==> src/rtl/rtcsci_pkg.sv <==
// types, constants and bcd helpers for the rtc serial command interface
// used by rtcsci_read_mux.sv and rtc_serial_command_interface.sv
// no dependencies
package rtcsci_pkg;

	localparam int unsigned CMD_BITS      = 8;
	localparam int unsigned BIT_COUNT_W   = 7;
	localparam logic [BIT_COUNT_W-1:0] BIT_COUNT_MAX = 7'd64;

	// register selector, command bits 6:4
	typedef enum logic [2:0] {
		SEL_STATUS_ONE = 3'h0,
		SEL_STATUS_TWO = 3'h4,
		SEL_DATETIME   = 3'h2,
		SEL_TIME       = 3'h6
	} reg_sel_t;

	localparam int unsigned HOUR_MODE_BIT = 1;

	typedef struct packed {
		logic [6:0] year;
		logic [3:0] month;
		logic [4:0] day;
		logic [2:0] weekday;
		logic [4:0] hour;
		logic [5:0] minute;
		logic [5:0] second;
	} calendar_t;

	// control from the sequencer to the read mux
	typedef struct packed {
		logic [2:0] sel;
		logic [3:0] byte_no;
		logic       hour_24;
	} read_ctl_t;

	// tens by reciprocal multiply, exact for values below 128
	function automatic logic [7:0] to_bcd(input logic [6:0] v);
		logic [14:0] prod;
		logic [3:0]  tens;
		logic [6:0]  tens_x10;
		logic [6:0]  ones;
		prod     = 15'(v) * 15'd205;
		tens     = prod[14:11];
		tens_x10 = 7'(tens) * 7'd10;
		ones     = v - tens_x10;
		return {tens, ones[3:0]};
	endfunction

	function automatic logic [4:0] hour_mod12(input logic [4:0] h);
		logic [4:0] r;
		if (h >= 5'd24) begin
			r = h - 5'd24;
		end else if (h >= 5'd12) begin
			r = h - 5'd12;
		end else begin
			r = h;
		end
		return r;
	endfunction

endpackage

==> src/rtl/rtcsci_if.sv <==
// valid/ready channel interfaces for the rtc serial command interface
// no dependencies
interface rtcsci_cmd_if;
	logic                   valid;
	logic                   ready;
	logic                   select_line;
	logic                   clock_line;
	logic                   direction_write;
	logic                   data_bit;
	logic [6:0]             time_year;
	logic [3:0]             time_month;
	logic [4:0]             time_day;
	logic [2:0]             time_weekday;
	logic [4:0]             time_hour;
	logic [5:0]             time_minute;
	logic [5:0]             time_second;

	modport source (
		output valid, select_line, clock_line, direction_write, data_bit,
		output time_year, time_month, time_day, time_weekday,
		output time_hour, time_minute, time_second,
		input  ready
	);
	modport sink (
		input  valid, select_line, clock_line, direction_write, data_bit,
		input  time_year, time_month, time_day, time_weekday,
		input  time_hour, time_minute, time_second,
		output ready
	);
endinterface

interface rtcsci_rsp_if;
	logic valid;
	logic ready;
	logic data_bit_out;

	modport source (output valid, data_bit_out, input ready);
	modport sink (input valid, data_bit_out, output ready);
endinterface

==> src/rtl/rtc_serial_command_interface.sv <==
// rtc three-wire serial port driven by bit-banged port register writes
// depends on rtcsci_pkg, rtcsci_if.sv and rtcsci_read_mux
//
// usage:
//   cmd channel: one request per port register write, carrying select,
//   clock, direction and data levels plus the current calendar time
//   rsp channel: one request per cmd request, carrying the data level
//   readable back from the port
// path: an accepted cmd request is registered in the input register, then
//   processed and placed in the result register, which raises rsp valid
// throughput: one request per cycle while rsp is taken; the edge detect, bit counter and read
//   byte select all sit in one stage between the input and result register
// stall: while rsp is not taken the result register holds, the input
//   register fills, then cmd ready drops; nothing is lost
// reset: clears the serial state (previous levels, bit counter, command,
//   both status registers) and empties both registers
module rtc_serial_command_interface (
	input  logic         clk,
	input  logic         arst_n,
	rtcsci_cmd_if.sink   cmd,
	rtcsci_rsp_if.source rsp
);

	// input register
	logic                  valid_s1;
	logic                  select_s1;
	logic                  clock_s1;
	logic                  dir_s1;
	logic                  data_s1;
	rtcsci_pkg::calendar_t cal_s1;

	// serial state
	logic       prev_select_q;
	logic       prev_clock_q;
	logic       prev_data_q;
	logic [6:0] bit_count_q;
	logic [7:0] command_q;
	logic [7:0] status_one_q;
	logic [7:0] status_two_q;

	// result register
	logic rsp_valid_q;
	logic data_out_q;

	logic                  advance;
	logic                  held;
	logic                  shift;
	logic [2:0]            pos;
	logic                  in_cmd;
	logic [7:0]            rd_byte;
	logic                  level;
	rtcsci_pkg::read_ctl_t rd_ctl;

	assign advance   = valid_s1 && (!rsp_valid_q || rsp.ready);
	assign cmd.ready = !valid_s1 || advance;

	assign held   = prev_select_q && select_s1;
	assign shift  = held && prev_clock_q && !clock_s1;
	assign pos    = bit_count_q[2:0];
	assign in_cmd = bit_count_q < 7'(rtcsci_pkg::CMD_BITS);

	assign rd_ctl.sel     = command_q[6:4];
	assign rd_ctl.byte_no = bit_count_q[6:3];
	assign rd_ctl.hour_24 = status_one_q[rtcsci_pkg::HOUR_MODE_BIT];

	rtcsci_read_mux u_read_mux (
		.ctl        (rd_ctl),
		.cal        (cal_s1),
		.status_one (status_one_q),
		.status_two (status_two_q),
		.rd_byte    (rd_byte)
	);

	always_comb begin
		level = data_s1;
		if (held) begin
			if (shift) begin
				if (!in_cmd && !dir_s1) begin
					level = rd_byte[pos];
				end
			end else if (!dir_s1) begin
				level = prev_data_q;
			end
		end
	end

	always_ff @(posedge clk or negedge arst_n) begin
		if (!arst_n) begin
			valid_s1 <= 1'b0;
		end else if (cmd.ready) begin
			valid_s1 <= cmd.valid;
		end
	end

	always_ff @(posedge clk) begin
		if (cmd.valid && cmd.ready) begin
			select_s1      <= cmd.select_line;
			clock_s1       <= cmd.clock_line;
			dir_s1         <= cmd.direction_write;
			data_s1        <= cmd.data_bit;
			cal_s1.year    <= cmd.time_year;
			cal_s1.month   <= cmd.time_month;
			cal_s1.day     <= cmd.time_day;
			cal_s1.weekday <= cmd.time_weekday;
			cal_s1.hour    <= cmd.time_hour;
			cal_s1.minute  <= cmd.time_minute;
			cal_s1.second  <= cmd.time_second;
		end
	end

	always_ff @(posedge clk or negedge arst_n) begin
		if (!arst_n) begin
			prev_select_q <= 1'b0;
			prev_clock_q  <= 1'b0;
			prev_data_q   <= 1'b0;
			bit_count_q   <= '0;
			command_q     <= '0;
			status_one_q  <= '0;
			status_two_q  <= '0;
		end else if (advance) begin
			prev_select_q <= select_s1;
			prev_clock_q  <= clock_s1;
			prev_data_q   <= level;
			if (!held) begin
				bit_count_q <= '0;
				command_q   <= '0;
			end else if (shift) begin
				if (in_cmd) begin
					command_q[pos] <= command_q[pos] | data_s1;
				end else if (dir_s1) begin
					if (command_q[6:4] == rtcsci_pkg::SEL_STATUS_ONE) begin
						status_one_q[pos] <= data_s1;
					end else if (command_q[6:4] == rtcsci_pkg::SEL_STATUS_TWO) begin
						status_two_q[pos] <= data_s1;
					end
				end
				// counter stops at the limit; later bits reuse position 0
				if (bit_count_q < rtcsci_pkg::BIT_COUNT_MAX) begin
					bit_count_q <= bit_count_q + 7'd1;
				end
			end
		end
	end

	always_ff @(posedge clk or negedge arst_n) begin
		if (!arst_n) begin
			rsp_valid_q <= 1'b0;
		end else if (advance) begin
			rsp_valid_q <= 1'b1;
		end else if (rsp.ready) begin
			rsp_valid_q <= 1'b0;
		end
	end

	always_ff @(posedge clk) begin
		if (advance) begin
			data_out_q <= level;
		end
	end

	assign rsp.valid        = rsp_valid_q;
	assign rsp.data_bit_out = data_out_q;

`ifndef SYNTHESIS
	a_count_limit: assert property (@(posedge clk) disable iff (!arst_n)
		bit_count_q <= rtcsci_pkg::BIT_COUNT_MAX)
		else $error("bit counter above its limit");

	a_release_clears: assert property (@(posedge clk) disable iff (!arst_n)
		advance && !held |=> bit_count_q == 7'd0 && command_q == 8'h00)
		else $error("select release did not clear the serial state");

	a_stall_only_full: assert property (@(posedge clk) disable iff (!arst_n)
		!cmd.ready |-> valid_s1 && rsp_valid_q && !rsp.ready)
		else $error("input stalled without a blocked result");

	a_result_follows: assert property (@(posedge clk) disable iff (!arst_n)
		advance |=> rsp_valid_q)
		else $error("processed request produced no result");
`endif

endmodule

==> src/rtl/rtcsci_read_mux.sv <==
// readable byte selection: status registers, bcd date-time and bcd time
// depends on rtcsci_pkg
module rtcsci_read_mux (
	input  rtcsci_pkg::read_ctl_t ctl,
	input  rtcsci_pkg::calendar_t cal,
	input  logic [7:0]            status_one,
	input  logic [7:0]            status_two,
	output logic [7:0]            rd_byte
);

	logic [7:0] hour_bcd;
	logic [7:0] dt_byte;
	logic [7:0] tm_byte;
	logic [3:0] tm_idx;

	always_comb begin
		if (ctl.hour_24) begin
			hour_bcd = rtcsci_pkg::to_bcd({2'b00, cal.hour});
		end else begin
			hour_bcd = rtcsci_pkg::to_bcd({2'b00, rtcsci_pkg::hour_mod12(cal.hour)});
		end
	end

	// byte 0 is the command, so data bytes start at one
	always_comb begin
		case (ctl.byte_no)
			4'd1:    dt_byte = rtcsci_pkg::to_bcd(cal.year);
			4'd2:    dt_byte = rtcsci_pkg::to_bcd({3'b000, cal.month});
			4'd3:    dt_byte = rtcsci_pkg::to_bcd({2'b00, cal.day});
			4'd4:    dt_byte = rtcsci_pkg::to_bcd({4'b0000, cal.weekday});
			4'd5:    dt_byte = hour_bcd;
			4'd6:    dt_byte = rtcsci_pkg::to_bcd({1'b0, cal.minute});
			4'd7:    dt_byte = rtcsci_pkg::to_bcd({1'b0, cal.second});
			default: dt_byte = 8'h00;
		endcase
	end

	// time read wraps hour, minute, second
	assign tm_idx = ctl.byte_no;
	always_comb begin
		case (tm_idx)
			4'd1, 4'd4, 4'd7: tm_byte = hour_bcd;
			4'd2, 4'd5, 4'd8: tm_byte = rtcsci_pkg::to_bcd({1'b0, cal.minute});
			4'd3, 4'd6:       tm_byte = rtcsci_pkg::to_bcd({1'b0, cal.second});
			default:          tm_byte = 8'h00;
		endcase
	end

	always_comb begin
		case (ctl.sel)
			rtcsci_pkg::SEL_STATUS_ONE: rd_byte = status_one;
			rtcsci_pkg::SEL_STATUS_TWO: rd_byte = status_two;
			rtcsci_pkg::SEL_DATETIME:   rd_byte = dt_byte;
			rtcsci_pkg::SEL_TIME:       rd_byte = tm_byte;
			default:                    rd_byte = 8'h00;
		endcase
	end

endmodule
==> src/flat_wrapper.sv <==
// flat-port wrapper written by rule: the top's interface ports become plain ports
module rtc_serial_command_interface_flat 
  (clk, arst_n, cmd_valid, cmd_select_line, cmd_clock_line, cmd_direction_write, cmd_data_bit, cmd_time_year, cmd_time_month, cmd_time_day, cmd_time_weekday, cmd_time_hour, cmd_time_minute, cmd_time_second, cmd_ready, rsp_valid, rsp_data_bit_out, rsp_ready);
  rtcsci_cmd_if cmd_i ();
  rtcsci_rsp_if rsp_i ();
  input  logic clk;
  input  logic arst_n;
  input wire logic [$bits(cmd_i.valid)-1:0] cmd_valid;
  input wire logic [$bits(cmd_i.select_line)-1:0] cmd_select_line;
  input wire logic [$bits(cmd_i.clock_line)-1:0] cmd_clock_line;
  input wire logic [$bits(cmd_i.direction_write)-1:0] cmd_direction_write;
  input wire logic [$bits(cmd_i.data_bit)-1:0] cmd_data_bit;
  input wire logic [$bits(cmd_i.time_year)-1:0] cmd_time_year;
  input wire logic [$bits(cmd_i.time_month)-1:0] cmd_time_month;
  input wire logic [$bits(cmd_i.time_day)-1:0] cmd_time_day;
  input wire logic [$bits(cmd_i.time_weekday)-1:0] cmd_time_weekday;
  input wire logic [$bits(cmd_i.time_hour)-1:0] cmd_time_hour;
  input wire logic [$bits(cmd_i.time_minute)-1:0] cmd_time_minute;
  input wire logic [$bits(cmd_i.time_second)-1:0] cmd_time_second;
  output wire logic [$bits(cmd_i.ready)-1:0] cmd_ready;
  output wire logic [$bits(rsp_i.valid)-1:0] rsp_valid;
  output wire logic [$bits(rsp_i.data_bit_out)-1:0] rsp_data_bit_out;
  input wire logic [$bits(rsp_i.ready)-1:0] rsp_ready;
  assign cmd_i.valid = cmd_valid;
  assign cmd_i.select_line = cmd_select_line;
  assign cmd_i.clock_line = cmd_clock_line;
  assign cmd_i.direction_write = cmd_direction_write;
  assign cmd_i.data_bit = cmd_data_bit;
  assign cmd_i.time_year = cmd_time_year;
  assign cmd_i.time_month = cmd_time_month;
  assign cmd_i.time_day = cmd_time_day;
  assign cmd_i.time_weekday = cmd_time_weekday;
  assign cmd_i.time_hour = cmd_time_hour;
  assign cmd_i.time_minute = cmd_time_minute;
  assign cmd_i.time_second = cmd_time_second;
  assign cmd_ready = cmd_i.ready;
  assign rsp_valid = rsp_i.valid;
  assign rsp_data_bit_out = rsp_i.data_bit_out;
  assign rsp_i.ready = rsp_ready;
  rtc_serial_command_interface u_core (.clk(clk), .arst_n(arst_n), .cmd(cmd_i), .rsp(rsp_i));
endmodule
==> config.mk <==
export PLATFORM = sky130hd
export DESIGN_NAME = rtc_serial_command_interface_flat
export DESIGN_NICKNAME = d
export VERILOG_FILES = /design/src/rtl/rtcsci_pkg.sv /design/src/rtl/rtcsci_if.sv /design/src/rtl/rtc_serial_command_interface.sv /design/src/rtl/rtcsci_read_mux.sv /design/src/flat_wrapper.sv
export SDC_FILE = /design/constraint.sdc
export NUM_CORES = 1
export LEC_CHECK = 0
export BUFFER_PORTS_ARGS = -buffer_cell sky130_fd_sc_hd__buf_2
export CAP_MARGIN = 30
export CORE_MARGIN = 8
export CORE_UTILIZATION = 30
export CTS_CLUSTER_DIAMETER = 30
export CTS_CLUSTER_SIZE = 30
export DETAILED_ROUTE_END_ITERATION = 7
export PLACE_DENSITY_LB_ADDON = 0.05
export SLEW_MARGIN = 20
export SYNTH_ARGS = -nofsm -noshare
export SYNTH_HDL_FRONTEND = slang
export SYNTH_SLANG_ARGS = --single-unit
==> constraint.sdc <==
create_clock -name clk -period 11.8 [get_ports clk]
set_clock_uncertainty 0.2 [all_clocks]
set_input_delay 0.59 -clock clk [delete_from_list [all_inputs] [get_ports clk]]
set_output_delay 0.59 -clock clk [all_outputs]
set_load 0.02 [all_outputs]
Word level (Yosys, flattened, before mapping)
Index checks and enable logic that the tools add are counted. W data, S select, Z words.

Add/subtract/negate cells: 10. Multiply operators: 14. Divide/modulo/power cells: 0. Magnitude comparators: 6. Eq/ne operators: 14. Shift-type cells: 0. Mux-type cells: 28. Bitwise logic cells: 3. Reductions and logical operators: 23.

Operators with widths (number): $pmux W8 S7 (1); $mul A5 B8 Y13 const B (3); $pmux W8 S4 (1); $mul A6 B8 Y14 const B (2); $sub A4 B4 Y4 (7); $bwmux W8 (3); $mux W8 (3); $pmux W8 S3 (1); $mux W7 (3); $eq A4 B3 Y1 const B (4); $mul A7 B8 Y15 const B (1); $mux W5 (3); $mul A4 B8 Y12 const B (1); $mul A2 B3 Y3 const B (3); $mux W1 (9); $eq A4 B2 Y1 const B (2); $add A7 B1 Y7 const B (1); $logic_and A1 B1 Y1 (7); $lt A7 B4 Y1 const B (1); $lt A7 B7 Y1 const B (1); $reduce_and A7 Y1 (1); $bmux W1 S3 (2); $eq A3 B3 Y1 const B (2); $mul A3 B3 Y3 const B (2); 24 further kinds (34).

Register bits after elaboration: 77. Bits in latches: 0. RAM bits: 0. Memory bits (read-only): 0. Input bits: 44. Output and inout port bits: 3. Logic and storage cells: 119. Memories kept: 0.

Depth between registers and ports, before layout
Gate-level depths: netlist (run 1).

Depth after elaboration: 15. Gate-level depth with buffers: 27. Gate-level depth less buffers: 26.

Cells and area by module
A second synthesis (run 1) with hierarchy kept.

Cells, all modules: 843. Area, all modules: 8521.9 µm².

Modules (own cells, without submodules): rtcsci_read_mux (instances 1, cells an instance 606, area an instance 5197.5 µm², sequential area each 0.0 µm²); rtc_serial_command_interface (instances 1, cells an instance 237, area an instance 3324.4 µm², sequential area each 2132.0 µm²).

Worst setup path after synthesis (run 1)
No wires, ideal clock.

Path kind: reg2reg. Start point: reg u_core.cal_s1[14] in the netlist's numbering. End point: reg u_core.data_out_q (netlist: u_core.rsp.data_bit_out), data pin. Library setup time: 0.260 ns. Data arrival time: 6.223 ns. Required time: 11.340 ns. Path slack: 5.118 ns. Cell stages (with the launch flop): 28. Buffers on the path: 1. Period minus slack after synthesis: 6.682 ns. Path through: edfxtp_1 buf_2 inv_1 ha_1 nor4bb_4 or2_4 nor3_1 a221oi_1 ha_1 ha_1 ha_1 ha_1 and3_1 nand3_1 o311ai_1 o21a_1 nand2_1 xnor2_1 fa_1 mux2i_1 a222oi_1 o21ai_1 nor4_2 nor3_1 nor3b_1 a221o_1 o31ai_2 nand2_1.

Word-level cells in the longest chain between the ends: 15. Elaborated cells on any way between the ends: 22. Classes of those cells: 4 x add/sub; 4 x mul; 2 x order compare; 12 x mux.

RTL lines: from (decl) (RTL line rtc_serial_command_interface.sv:30) `rtcsci_pkg::calendar_t cal_s1;`; $sub A5 B4 Y5 / $ge A5 B4 Y1 (equally long branches) (RTL line rtcsci_pkg.sv:55, rtcsci_pkg.sv:54); $mux W5 (RTL line rtcsci_pkg.sv:54) `end else if (h >= 5'd12) begin`; $mux W5 (RTL line rtcsci_pkg.sv:52) `if (h >= 5'd24) begin`; $mux W5 (RTL line rtcsci_read_mux.sv:17) `if (ctl.hour_24) begin`; $mul A5 B8 Y13 (RTL line rtcsci_pkg.sv:43) `prod = 15'(v) * 15'd205;`; $mul A2 B3 Y3 (RTL line rtcsci_pkg.sv:45) `tens_x10 = 7'(tens) * 7'd10;`; $sub A4 B4 Y4 (RTL line rtcsci_pkg.sv:46) `ones = v - tens_x10;`; $mux W6 (*) (RTL line rtcsci_read_mux.sv:17); $pmux W8 S7 / $pmux W8 S3 (equally long branches) (RTL line rtcsci_read_mux.sv:26, rtcsci_read_mux.sv:41); $pmux W8 S4 (*) (RTL line rtcsci_read_mux.sv:50) `case (ctl.sel)`; $bmux W1 S3 (*) (RTL line rtc_serial_command_interface.sv:79) `level = rd_byte[pos];`; $mux W1 (not written as such) (*) (RTL line rtc_serial_command_interface.sv:79); $mux W1 (*) (RTL line rtc_serial_command_interface.sv:78) `if (!in_cmd && !dir_s1) begin`; $mux W1 (*) (RTL line rtc_serial_command_interface.sv:77) `if (shift) begin`; $mux W1 (*) (RTL line rtc_serial_command_interface.sv:76) `if (held) begin`; named net u_core.level (RTL line rtc_serial_command_interface.sv:51) `logic level;`; to (signal assigned) (RTL line rtc_serial_command_interface.sv:157) `data_out_q <= level;`; to (decl) (RTL line rtc_serial_command_interface.sv:43) `logic data_out_q;`.

Mark *: on every way through the listed nets, which the timed path passes. The rest lies on a longest branch. The select of a mux whose other input is x is not followed. A chain may end at the register's enable or synchronous reset.

Final worst setup path (run 1)
Ends and elaborated chain as after synthesis.

==> metrics.txt, run 1 <==
status=complete, no violations; register bit total from synthesis=77; I/O Pins=47; Hold Slack=201 ps; CTS tree=built; Routed WL per cell=17.3 µm; Vias=6599; Die ar.=34500 µm²; Clock Tree Buf Depth=2; Synth cell types=78; standard-cell rows=62; Hold Path Sink=u_core.cal_s1[32]; placed cell count=1297; DRC=0; Overflow after GRT=0; Synth area leader=ha_1; Tot Pwr=1.13 mW; Cell Count, Final, Fillers Out=1315; Worst-Skew Late Latency=360 ps; pin count of the biggest net entering global routing=37; sinks on the clock net=77; Worst Path Arrival=7640 ps; Reg clk slew, reported paths=80 ps; Final Max Tran Viols=0; total CTS buffers=9; CTS HTree Levels=3; FF-to-FF Start=u_core.cal_s1[14]; Flop pwr share=28.3%; Critical Path Start Type=flop; Max Fclk=129 MHz; vias per cell=5.02; pwr dens=117 nW/µm²; r2r setup slk=4070 ps; RR Endpoint=u_core.rsp.data_bit_out; Final Cell Area=9610 µm²; Post-Place Cell Area=9290 µm²; Synth Area per Inst=9.75 µm²; Post-CTS Hold Buffers=0; Setup Fix Bufs, Post-CTS=0; Clk pwr share=25.7%; synthesized cell area=8640 µm²; Final nets=1175; hold depth=1; Data required, critical path=11710 ps; Pre-antenna DRT Iters=5; crit path time final=7730 ps; DIE WIDTH=186 µm; DRT iter0 DRCs=348; measured slew at the worst slew-check pin=816 ps; maximum vdd drop=0.0000586 V; cell leakage power=4.49 nW; layout cell share with drive strength beyond 1=12.5%; remaining antenna violation count=0; switching power total=459 µW; FF-to-FF path depth=26; number of port buffers=46; Max-cap violations=0; top-area cell type share of the netlist area=25.2%; Worst Hold Launch=cmd_time_year[3]; Sw Ratio=40.8%; total of warnings raised by yosys=0; first-pass GRT wire length=38100 µm; dominant cells by area after synthesis=ha_1 25%, edfxtp_1 14%, dfrtp_1 10%; initial antenna violation count=0; final setup fails=0; vias in the first global route=7047; Area Overhead vs Synth=11.2%; number of flops mapped to enable cells by yosys=41; Hold Path Class=in2reg; gate count after technology mapping=886; core area=28500 µm²; Final Wtd Congestion=0.839; Root Driver=clkbuf_16; Mapped Nets=1135; HPWL Detailed=18300 µm; Logic pwr share=46.1%; Die H=186 µm; ANT cells=0; Setup crit end kind=flop; pre-CTS setup slack=4030 ps; Tcrit/Tclk final=65.5%; CTS resizes=0; CP max FO=11; Setup CP Type=reg2reg; Final Hold Viols=0; worst setup margin=4070 ps; Routed WL=22800 µm; Total GRT Usage=13.9%; fraction of registers with async set/reset=46.8%; Setup TNS Final=0 ps; Internal Power=668 µW; RSZ-0062 raised after global routing=no; sequential share of the synthesized area=24.7%; Most used DFF post-synth=edfxtp_1; final core utilization=33.7%; Relative slew margins=45.5%; Initial Utilization=30.3%
==> cell usage after synthesis, types with 4 or more instances <==
cell and n:
o21a_1 7, and3_1 11, o211ai_1 13, nor3_1 15
ha_1 174, nand4_1 9, o31ai_1 4, or2_2 9
o2111ai_1 4, nand2b_1 11, xor2_1 10, nor3b_1 5
a2111oi_0 6, a32oi_1 4, buf_1 4, clkbuf_1 15
edfxtp_1 41, fa_1 31, o221ai_1 5, and2_1 7
a31oi_1 11, or3_1 4, nand2_1 51, a211oi_1 10
nor4_1 6, mux2i_1 8, o21ai_0 27, xnor2_1 30
mux2_2 24, nand3_1 11, or4_1 4, inv_1 104
a221oi_1 6, nor2b_1 9, nor2_1 49, a21oi_1 33
a21o_1 10, dfrtp_1 36, buf_2 4, a22oi_1 6
==> routing by layer <==
metal	GRT usage (%)	share of wire (%)	vias up
met3	1.87	2.5	14
met1	19.1	50	3168
met4	2.79	0.84	0
met5	0	0	-
li1	-	-	3322
met2	23.2	47	95
==> power groups by stage <==
stage | Clock, mW | Sequential (mW) | Combinational (mW)
2_1_floorplan | 0 | 0.316 | 0.383
3_3_place_gp | 0 | 0.326 | 0.531
3_5_place_dp | 0 | 0.325 | 0.526
4_1_cts | 0.305 | 0.319 | 0.531
5_1_grt | 0.315 | 0.321 | 0.603
6_report | 0.289 | 0.319 | 0.519
==> final cells by class <==
cell class	instances	area, µm²
inverter	104	390
multi-input combinational	679	6000
tap	384	480
fill	3035	18900
timing repair buffer	55	320
clock buffer	9	225
sequential	77	2130
clock inverter	7	65.1
==> cell usage in the layout, fill, tap and decap left out, types with 13 or more instances in the layout <==
master,netlist,layout
ha_1,174,174
inv_1,104,104
nand2_1,51,51
nor2_1,49,49
buf_2,4,46
edfxtp_1,41,41
dfrtp_1,36,36
a21oi_1,33,33
fa_1,31,31
xnor2_1,30,30
o21ai_0,27,27
mux2_2,24,24
nor3_1,15,15
o211ai_1,13,13
==> worst max path at each step <==
stage	from	to	slack, ps	cells after the start
2_1_floorplan	u_core.cal_s1[14]	u_core.rsp.data_bit_out	5120	27
5_1_grt	u_core.cal_s1[14]	u_core.rsp.data_bit_out	3650	26
6_report	u_core.cal_s1[14]	u_core.rsp.data_bit_out	4070	26
3_3_place_gp	u_core.cal_s1[14]	u_core.rsp.data_bit_out	4350	25
3_5_place_dp	u_core.cal_s1[14]	u_core.rsp.data_bit_out	4030	26
4_1_cts	u_core.cal_s1[14]	u_core.rsp.data_bit_out	4020	26
==> kinds of logic after synthesis <==
kind of cell    share of synthesized area (%)
flops                                    24.7
fa+ha+maj                                32.4
simple gates                             13.5
buf+inv                                  5.92
compound gates                           15.2
mux                                      4.05
xor+xnor                                 4.24
==> critical path, cell delays in order, from the launching register on <==
cell	delay, ps
edfxtp_1	590
inv_1	180
ha_1	160
nor4bb_4	330
or2_4	230
nor3_1	60
a221oi_1	610
ha_1	370
ha_1	300
ha_1	300
ha_1	290
and3_1	160
nand3_1	110
o311ai_1	480
o21a_1	280
nand2_1	90
xnor2_1	210
fa_1	570
mux2i_1	120
a222oi_1	420
o21ai_1	150
nor4_2	370
nor3_1	110
nor3b_1	150
a221o_1	330
o31ai_2	260
nand2_1	90
==> state kept, by name (all words and copies together) (netlist names) <==
signal and flops:
u_core.bit_count_q 7, u_core.cal_s1 36, u_core.clock_s1 1, u_core.command_q 8, u_core.data_s1 1, u_core.dir_s1 1, u_core.prev_clock_q 1, u_core.prev_data_q 1
u_core.prev_select_q 1, u_core.rsp.data_bit_out 1, u_core.rsp.valid 1, u_core.select_s1 1, u_core.status_one_q 8, u_core.status_two_q 8, u_core.valid_s1 1
(Power assumes the default switching activity.)
==> inputs of run 2 (changes only) <==
==> constraint.sdc (replaced) <==
create_clock -name clk -period 6.7 [get_ports clk]
set_clock_uncertainty 0.2 [all_clocks]
set_input_delay 0.335 -clock clk [delete_from_list [all_inputs] [get_ports clk]]
set_output_delay 0.335 -clock clk [all_outputs]
set_load 0.02 [all_outputs]
==> run 2 against run 1 <==
  * Hold slack got worse by 150 ps
  * Fmax increased by 17%
  * Cell count up 6.2%
  * Combinational power rose by 110%
  * Design area up 10%
  * Sequential cell count is the same
  * Sequential share of layout area decreased by 2.0 points
  * Total power grew 92%
==> metrics.txt, run 2 (synthesis results as in run 1) <==
crit path time final=6640 ps (-1100 ps); Worst Path Arrival=6530 ps (-1110 ps); final setup fails=0 (unchanged); slowest stage cell, crit path=fa_1; Max-cap violations=0 (unchanged); Max Fclk=151 MHz (+17%); DIE WIDTH=186 µm (unchanged); r2r setup slk=60 ps (-4000 ps); Tcrit/Tclk final=99.0% (+34 points); RSZ-0062 raised after global routing=yes; measured slew at the worst slew-check pin=848 ps (+31.9 ps); maximum vdd drop=0.0000901 V (+54%); layout cell share with drive strength beyond 1=17.9% (+5.4 points); Final Hold Viols=0 (unchanged); initial antenna violation count=0 (unchanged); Root Driver=clkbuf_16; CTS tree=built; remaining antenna violation count=0 (unchanged); standard-cell rows=62 (unchanged); Data required, critical path=6600 ps (-5110 ps); slowest stage delay, CP=520 ps (-90 ps); Setup crit end kind=flop; Tot Pwr=2.16 mW (+92%); Final nets=1257 (+7.0%); final core utilization=37.1% (+3.4 points); most common cell after layout, fill and taps aside=ha_1; Clock Tree Buf Depth=2 (unchanged); Setup CP Type=reg2reg; Total GRT Usage=14.3% (+0.33 points); Overflow after GRT=0 (unchanged); vias in the first global route=7195 (+2.1%); Reg clk slew, reported paths=70 ps (about the same); Die H=186 µm (unchanged); Worst-Skew Late Latency=350 ps (about the same); status=complete, no violations; Area Overhead vs Synth=22.5%; Vias=6879 (+4.2%); Buf/Inv on CP=3 (+2); Worst Hold Launch=rsp_ready; max FFs per register=36 (unchanged); hold depth=3 (+2); I/O Pins=47 (unchanged); number of port buffers=46 (unchanged); Routed WL per cell=16.9 µm (-2.6%); delay-heaviest family, CP=compound AO/OA/AOI/OAI gates; Relative slew margins=43.3% (-2.1 points); Top cell by count, worst path=buf_6; core area=28500 µm² (unchanged); total CTS buffers=9 (unchanged); vias per cell=4.92 (-1.9%); HPWL Detailed=18700 µm (+2.1%); Die ar.=34500 µm² (unchanged); sinks on the clock net=77 (unchanged); RR Endpoint=u_core.rsp.data_bit_out; pwr dens=204 nW/µm² (+74%); CP max FO=5 (-6); FF-to-FF Start=u_core.cal_s1[15]; Critical Path Start Type=flop; Hold Path Class=in2reg; Initial Utilization=30.3% (unchanged); Final Cell Area=10600 µm² (+10%); Post-Place Cell Area=9550 µm² (+2.9%); ANT cells=0 (unchanged); DRC=0 (unchanged); leading cell types in the layout, fill and taps excluded=166 x ha_1, 103 x inv_1, 50 x nand2_1; FF-to-FF path depth=26 (unchanged); Pre-antenna DRT Iters=6 (+1); first-pass GRT wire length=38700 µm (+1.7%); pin count of the biggest net entering global routing=37 (unchanged); cell leakage power=4.92 nW (+9.6%); CTS HTree Levels=3 (unchanged); Final Max Tran Viols=0 (unchanged); Most flops, register=u_core.cal_s1; Setup TNS Final=0 ps (unchanged); Crit path depth=26 (unchanged); Final Wtd Congestion=0.798 (-4.9%); Routed WL=23600 µm (+3.5%); DRT iter0 DRCs=373 (+7.2%); Hold Path Sink=u_core.rsp.valid
## run 2: cell count changes in the layout (fill, tap and decap cells not counted), sizes merged
cell         previous run  this run
buf                    54        95
dlygate4sd3             1        42
clkbuf                  9        11
clkinv                  2         1
clkinvlp                1         0
## run 2: worst max-delay path by stage
stage,startpoint,endpoint,slack [ps]
after CTS,u_core.cal_s1[14],u_core.rsp.data_bit_out,10
after detailed placement,u_core.cal_s1[14],u_core.rsp.data_bit_out,-50
after global routing,u_core.cal_s1[15],u_core.rsp.data_bit_out,-260
final,u_core.cal_s1[15],u_core.rsp.data_bit_out,60
after floorplan,u_core.cal_s1[14],u_core.rsp.data_bit_out,20
after global placement,u_core.cal_s1[14],u_core.rsp.data_bit_out,20
## run 2: layout make-up
class	instances	area, µm²
Fill cell	2947	18000
Multi-Input combinational cell	679	6200
Sequential cell	77	2130
Timing Repair Buffer	137	1060
Tap cell	384	480
Inverter	104	390
Clock buffer	11	275
Clock inverter	5	42.5
## run 2: report_power, final
part | internal (mW) | total, mW | switching [mW]
Combinational | 0.486 | 1.07 | 0.579
Sequential | 0.527 | 0.554 | 0.0270
Clock | 0.303 | 0.542 | 0.239
## run 2: layer usage
layer / wire length (µm) / track usage [%]
met1: 11800 / 19.5
met2: 10900 / 23.5
met3: 595 / 1.80
met4: 308 / 3.72
met5: 0 / 0
## run 2: worst min-delay path: cells and delay by family
family / cells / cell delay [ps]
AND/OR/NAND/NOR: 2 / 160
buffers and inverters: 1 / 80
## run 2: timing repair
action                     in CTS  in global routing
pin swaps                       4                 25
gates resized for setup         4                 29
setup buffers                   1                  7
hold buffers                   42                  0
hold endpoints to repair       77                  0
setup endpoints to repair       1                  2
cloned                          0                  0
## run 2: per-stage QoR
step / worst slack (ps) / hold slack (ps) / instances
after global placement: 17.7 / 281 / 1330
after global routing: -257 / 81.0 / 1397
after detailed placement: -50.2 / 287 / 1331
final: 63.9 / 54.6 / 1397
after floorplan: 17.6 / -161 / 886
after CTS: 10.7 / 47.0 / 1390
==> inputs of run 3 (changes only) <==
--- a/config.mk
+++ b/config.mk
@@ -8,7 +8,7 @@
 export BUFFER_PORTS_ARGS = -buffer_cell sky130_fd_sc_hd__buf_2
 export CAP_MARGIN = 30
 export CORE_MARGIN = 8
-export CORE_UTILIZATION = 30
+export CORE_UTILIZATION = 45
 export CTS_CLUSTER_DIAMETER = 30
 export CTS_CLUSTER_SIZE = 30
 export DETAILED_ROUTE_END_ITERATION = 7
==> run 3 against run 2 <==
  * The run now ends with negative setup slack left
  * Fmax fell by 2.1%
  * Total power fell by 1.9%
  * Critical endpoint unchanged
  * Count of clock-buffer cells in the layout fell by 1
  * Sequential cell count did not move
  * Hold slack got worse by 4.8 ps
  * Global-route usage rose by 4.2 points
  * Largest cell class unchanged
==> metrics.txt, run 3 (synthesis results as in run 1) <==
Final Max Tran Viols=0 (unchanged); Setup CP Type=reg2reg; Final Wtd Congestion=0.900 (+13%); I/O Pins=47 (unchanged); Hold Path Sink=u_core.rsp.valid; Initial Utilization=46.0% (+16 points); CTS tree=built; Die H=155 µm (-17%); most common cell after layout, fill and taps aside=ha_1; pwr dens=203 nW/µm² (-0.38%); Critical Path Start Type=flop; Setup crit end kind=flop; Relative slew margins=43.5% (+0.15 points); Fillers=1649 (-44%); sinks on the clock net=77 (unchanged); max FFs per register=36 (unchanged); vias in the first global route=7359 (+2.3%); remaining antenna violation count=0 (unchanged); Setup TNS Final=-80.4 ps (-80.4 ps); DRT iter0 DRCs=310 (-17%); pin count of the biggest net entering global routing=41 (+11%); Overflow after GRT=0 (unchanged); Crit path depth=24 (-7.7%); Final Cell Area=10400 µm² (-1.5%); layout cell share with drive strength beyond 1=18.6% (+0.77 points); Final Hold Viols=0 (unchanged); status=finished with violations; pre-CTS setup slack=-83.3 ps (-33.0 ps); measured slew at the worst slew-check pin=848 ps (-0.461 ps); vias per cell=5.64 (+14%); core area=18800 µm² (-34%); number of port buffers=46 (unchanged); Reg clk slew, reported paths=70 ps (about the same); Hold Path Class=in2reg; first-pass GRT wire length=36000 µm (-7.1%); Tcrit/Tclk final=101% (+2.2 points); cell leakage power=4.91 nW (-0.19%); Clock Tree Buf Depth=2 (unchanged); total CTS buffers=9 (unchanged); Die ar.=23900 µm² (-31%); Most flops, register=u_core.cal_s1; Critical Path, Cell by Cell=buf_4 > ha_1 > or2_4 > a221oi_4 > buf_6 > a21o_1 > ha_4 > fa_1 > ha_4 > a211oi_4 > o311ai_4 > o21a_2 > xnor2_2 > ha_2 > fa_1 > mux2i_2 > a222oi_1 > o21ai_1 > nor4_2 > nor3_2 > nor3b_2 > a221o_1 > o31ai_2 > nand2_1; RR Endpoint=u_core.rsp.data_bit_out; Buf/Inv on CP=2 (-1); Root Driver=clkbuf_16; Vias=7035 (+2.3%); Worst-Skew Late Latency=360 ps (about the same); Routed WL=21700 µm (-8.1%); DIE WIDTH=155 µm (-17%); Post-Place Cell Area=9300 µm² (-2.7%); Worst Hold Launch=rsp_ready; Max Fclk=147 MHz (-2.1%); RSZ-0062 raised after global routing=yes; standard-cell rows=50 (-19%); CP max FO=7 (+2); slowest stage delay, CP=520 ps (about the same); leading cell types in the layout, fill and taps excluded=163 x ha_1, 102 x inv_1, 50 x nand2_1; crit path time final=6780 ps (+144 ps); CTS HTree Levels=3 (unchanged); hold depth=3 (unchanged); FF-to-FF Start=u_core.cal_s1[15]; FF-to-FF path depth=24 (-7.7%); initial antenna violation count=0 (unchanged); final setup fails=1 (+1); Data required, critical path=6600 ps (about the same); maximum vdd drop=0.000126 V (+40%); Pre-antenna DRT Iters=5 (-1); Area Overhead vs Synth=20.6%; HPWL Detailed=17000 µm (-9.1%); Routed WL per cell=17.4 µm (+2.9%); delay-heaviest family, CP=compound AO/OA/AOI/OAI gates; Worst Path Arrival=6680 ps (+150 ps); slowest stage cell, crit path=fa_1; DRC=0 (unchanged); Hold Slack=49.8 ps (-4.80 ps); Final nets=1258 (+0.080%); worst setup margin=-80.4 ps (-144 ps); failing checks=negative setup slack; Max-cap violations=0 (unchanged); r2r setup slk=-80 ps (-140 ps); Total GRT Usage=18.5% (+4.2 points); ANT cells=0 (unchanged)
==> run 3: what timing repair did <==
item                       CTS  global route
pin swaps                    5            32
setup endpoints to repair    2             2
hold endpoints to repair    77             0
buffers inserted             4            12
resized for setup            2            39
hold buffers                42             0
==> run 3: worst max path at each step <==
stage	startpoint	endpoint	slack, ps
after floorplan	u_core.cal_s1[14]	u_core.rsp.data_bit_out	20
after global placement	u_core.cal_s1[15]	u_core.rsp.data_bit_out	50
after detailed placement	u_core.cal_s1[15]	u_core.rsp.data_bit_out	-80
after CTS	u_core.cal_s1[14]	u_core.rsp.data_bit_out	20
after global routing	u_core.cal_s1[15]	u_core.rsp.data_bit_out	-350
final	u_core.cal_s1[15]	u_core.rsp.data_bit_out	-80
==> run 3: stage by stage <==
| step | total power [mW] | instances | util (%) |
|---|---|---|---|
| after floorplan | 1.23 | 886 | - |
| after global placement | 1.48 | 1172 | 49.5 |
| after detailed placement | 1.51 | 1173 | 49.5 |
| after CTS | 2.06 | 1235 | 53.6 |
| after global routing | 2.30 | 1248 | 55.5 |
| final | 2.12 | 1248 | 55.5 |
==> run 3: where the power goes <==
part,leakage [nW],internal (mW),switching [mW]
combinational,3.88,0.487,0.565
clock,0.151,0.280,0.232
sequential,0.882,0.527,0.0275
==> run 3: final cells by class <==
type / instances / area (µm²) / share of cell area [%]
multi-input combinational: 679 / 6250 / 60.0
sequential: 77 / 2130 / 20.5
timing repair buffer: 138 / 1060 / 10.1
inverter: 104 / 390 / 3.75
tap: 234 / 293 / 2.81
clock buffer: 10 / 250 / 2.40
clock inverter: 6 / 51.3 / 0.492
==> run 3: worst register-to-register path, cell delays in order, from the launching register on <==
cell and delay [ps]:
edfxtp_1 450, buf_4 220, ha_1 270, or2_4 310, a221oi_4 360, buf_6 150
a21o_1 150, ha_4 220, fa_1 520, ha_4 220, a211oi_4 280, o311ai_4 140
o21a_2 270, xnor2_2 150, ha_2 200, fa_1 490, mux2i_2 90, a222oi_1 380
o21ai_1 160, nor4_2 380, nor3_2 100, nor3b_2 160, a221o_1 350, o31ai_2 220
nand2_1 80
==> run 3: metal layers <==
metal  global-route usage [%]  routed length (µm)
met5                        0                   0
met3                     3.73                 886
met2                     32.0               10600
met4                     5.04                 321
met1                     23.0                9910
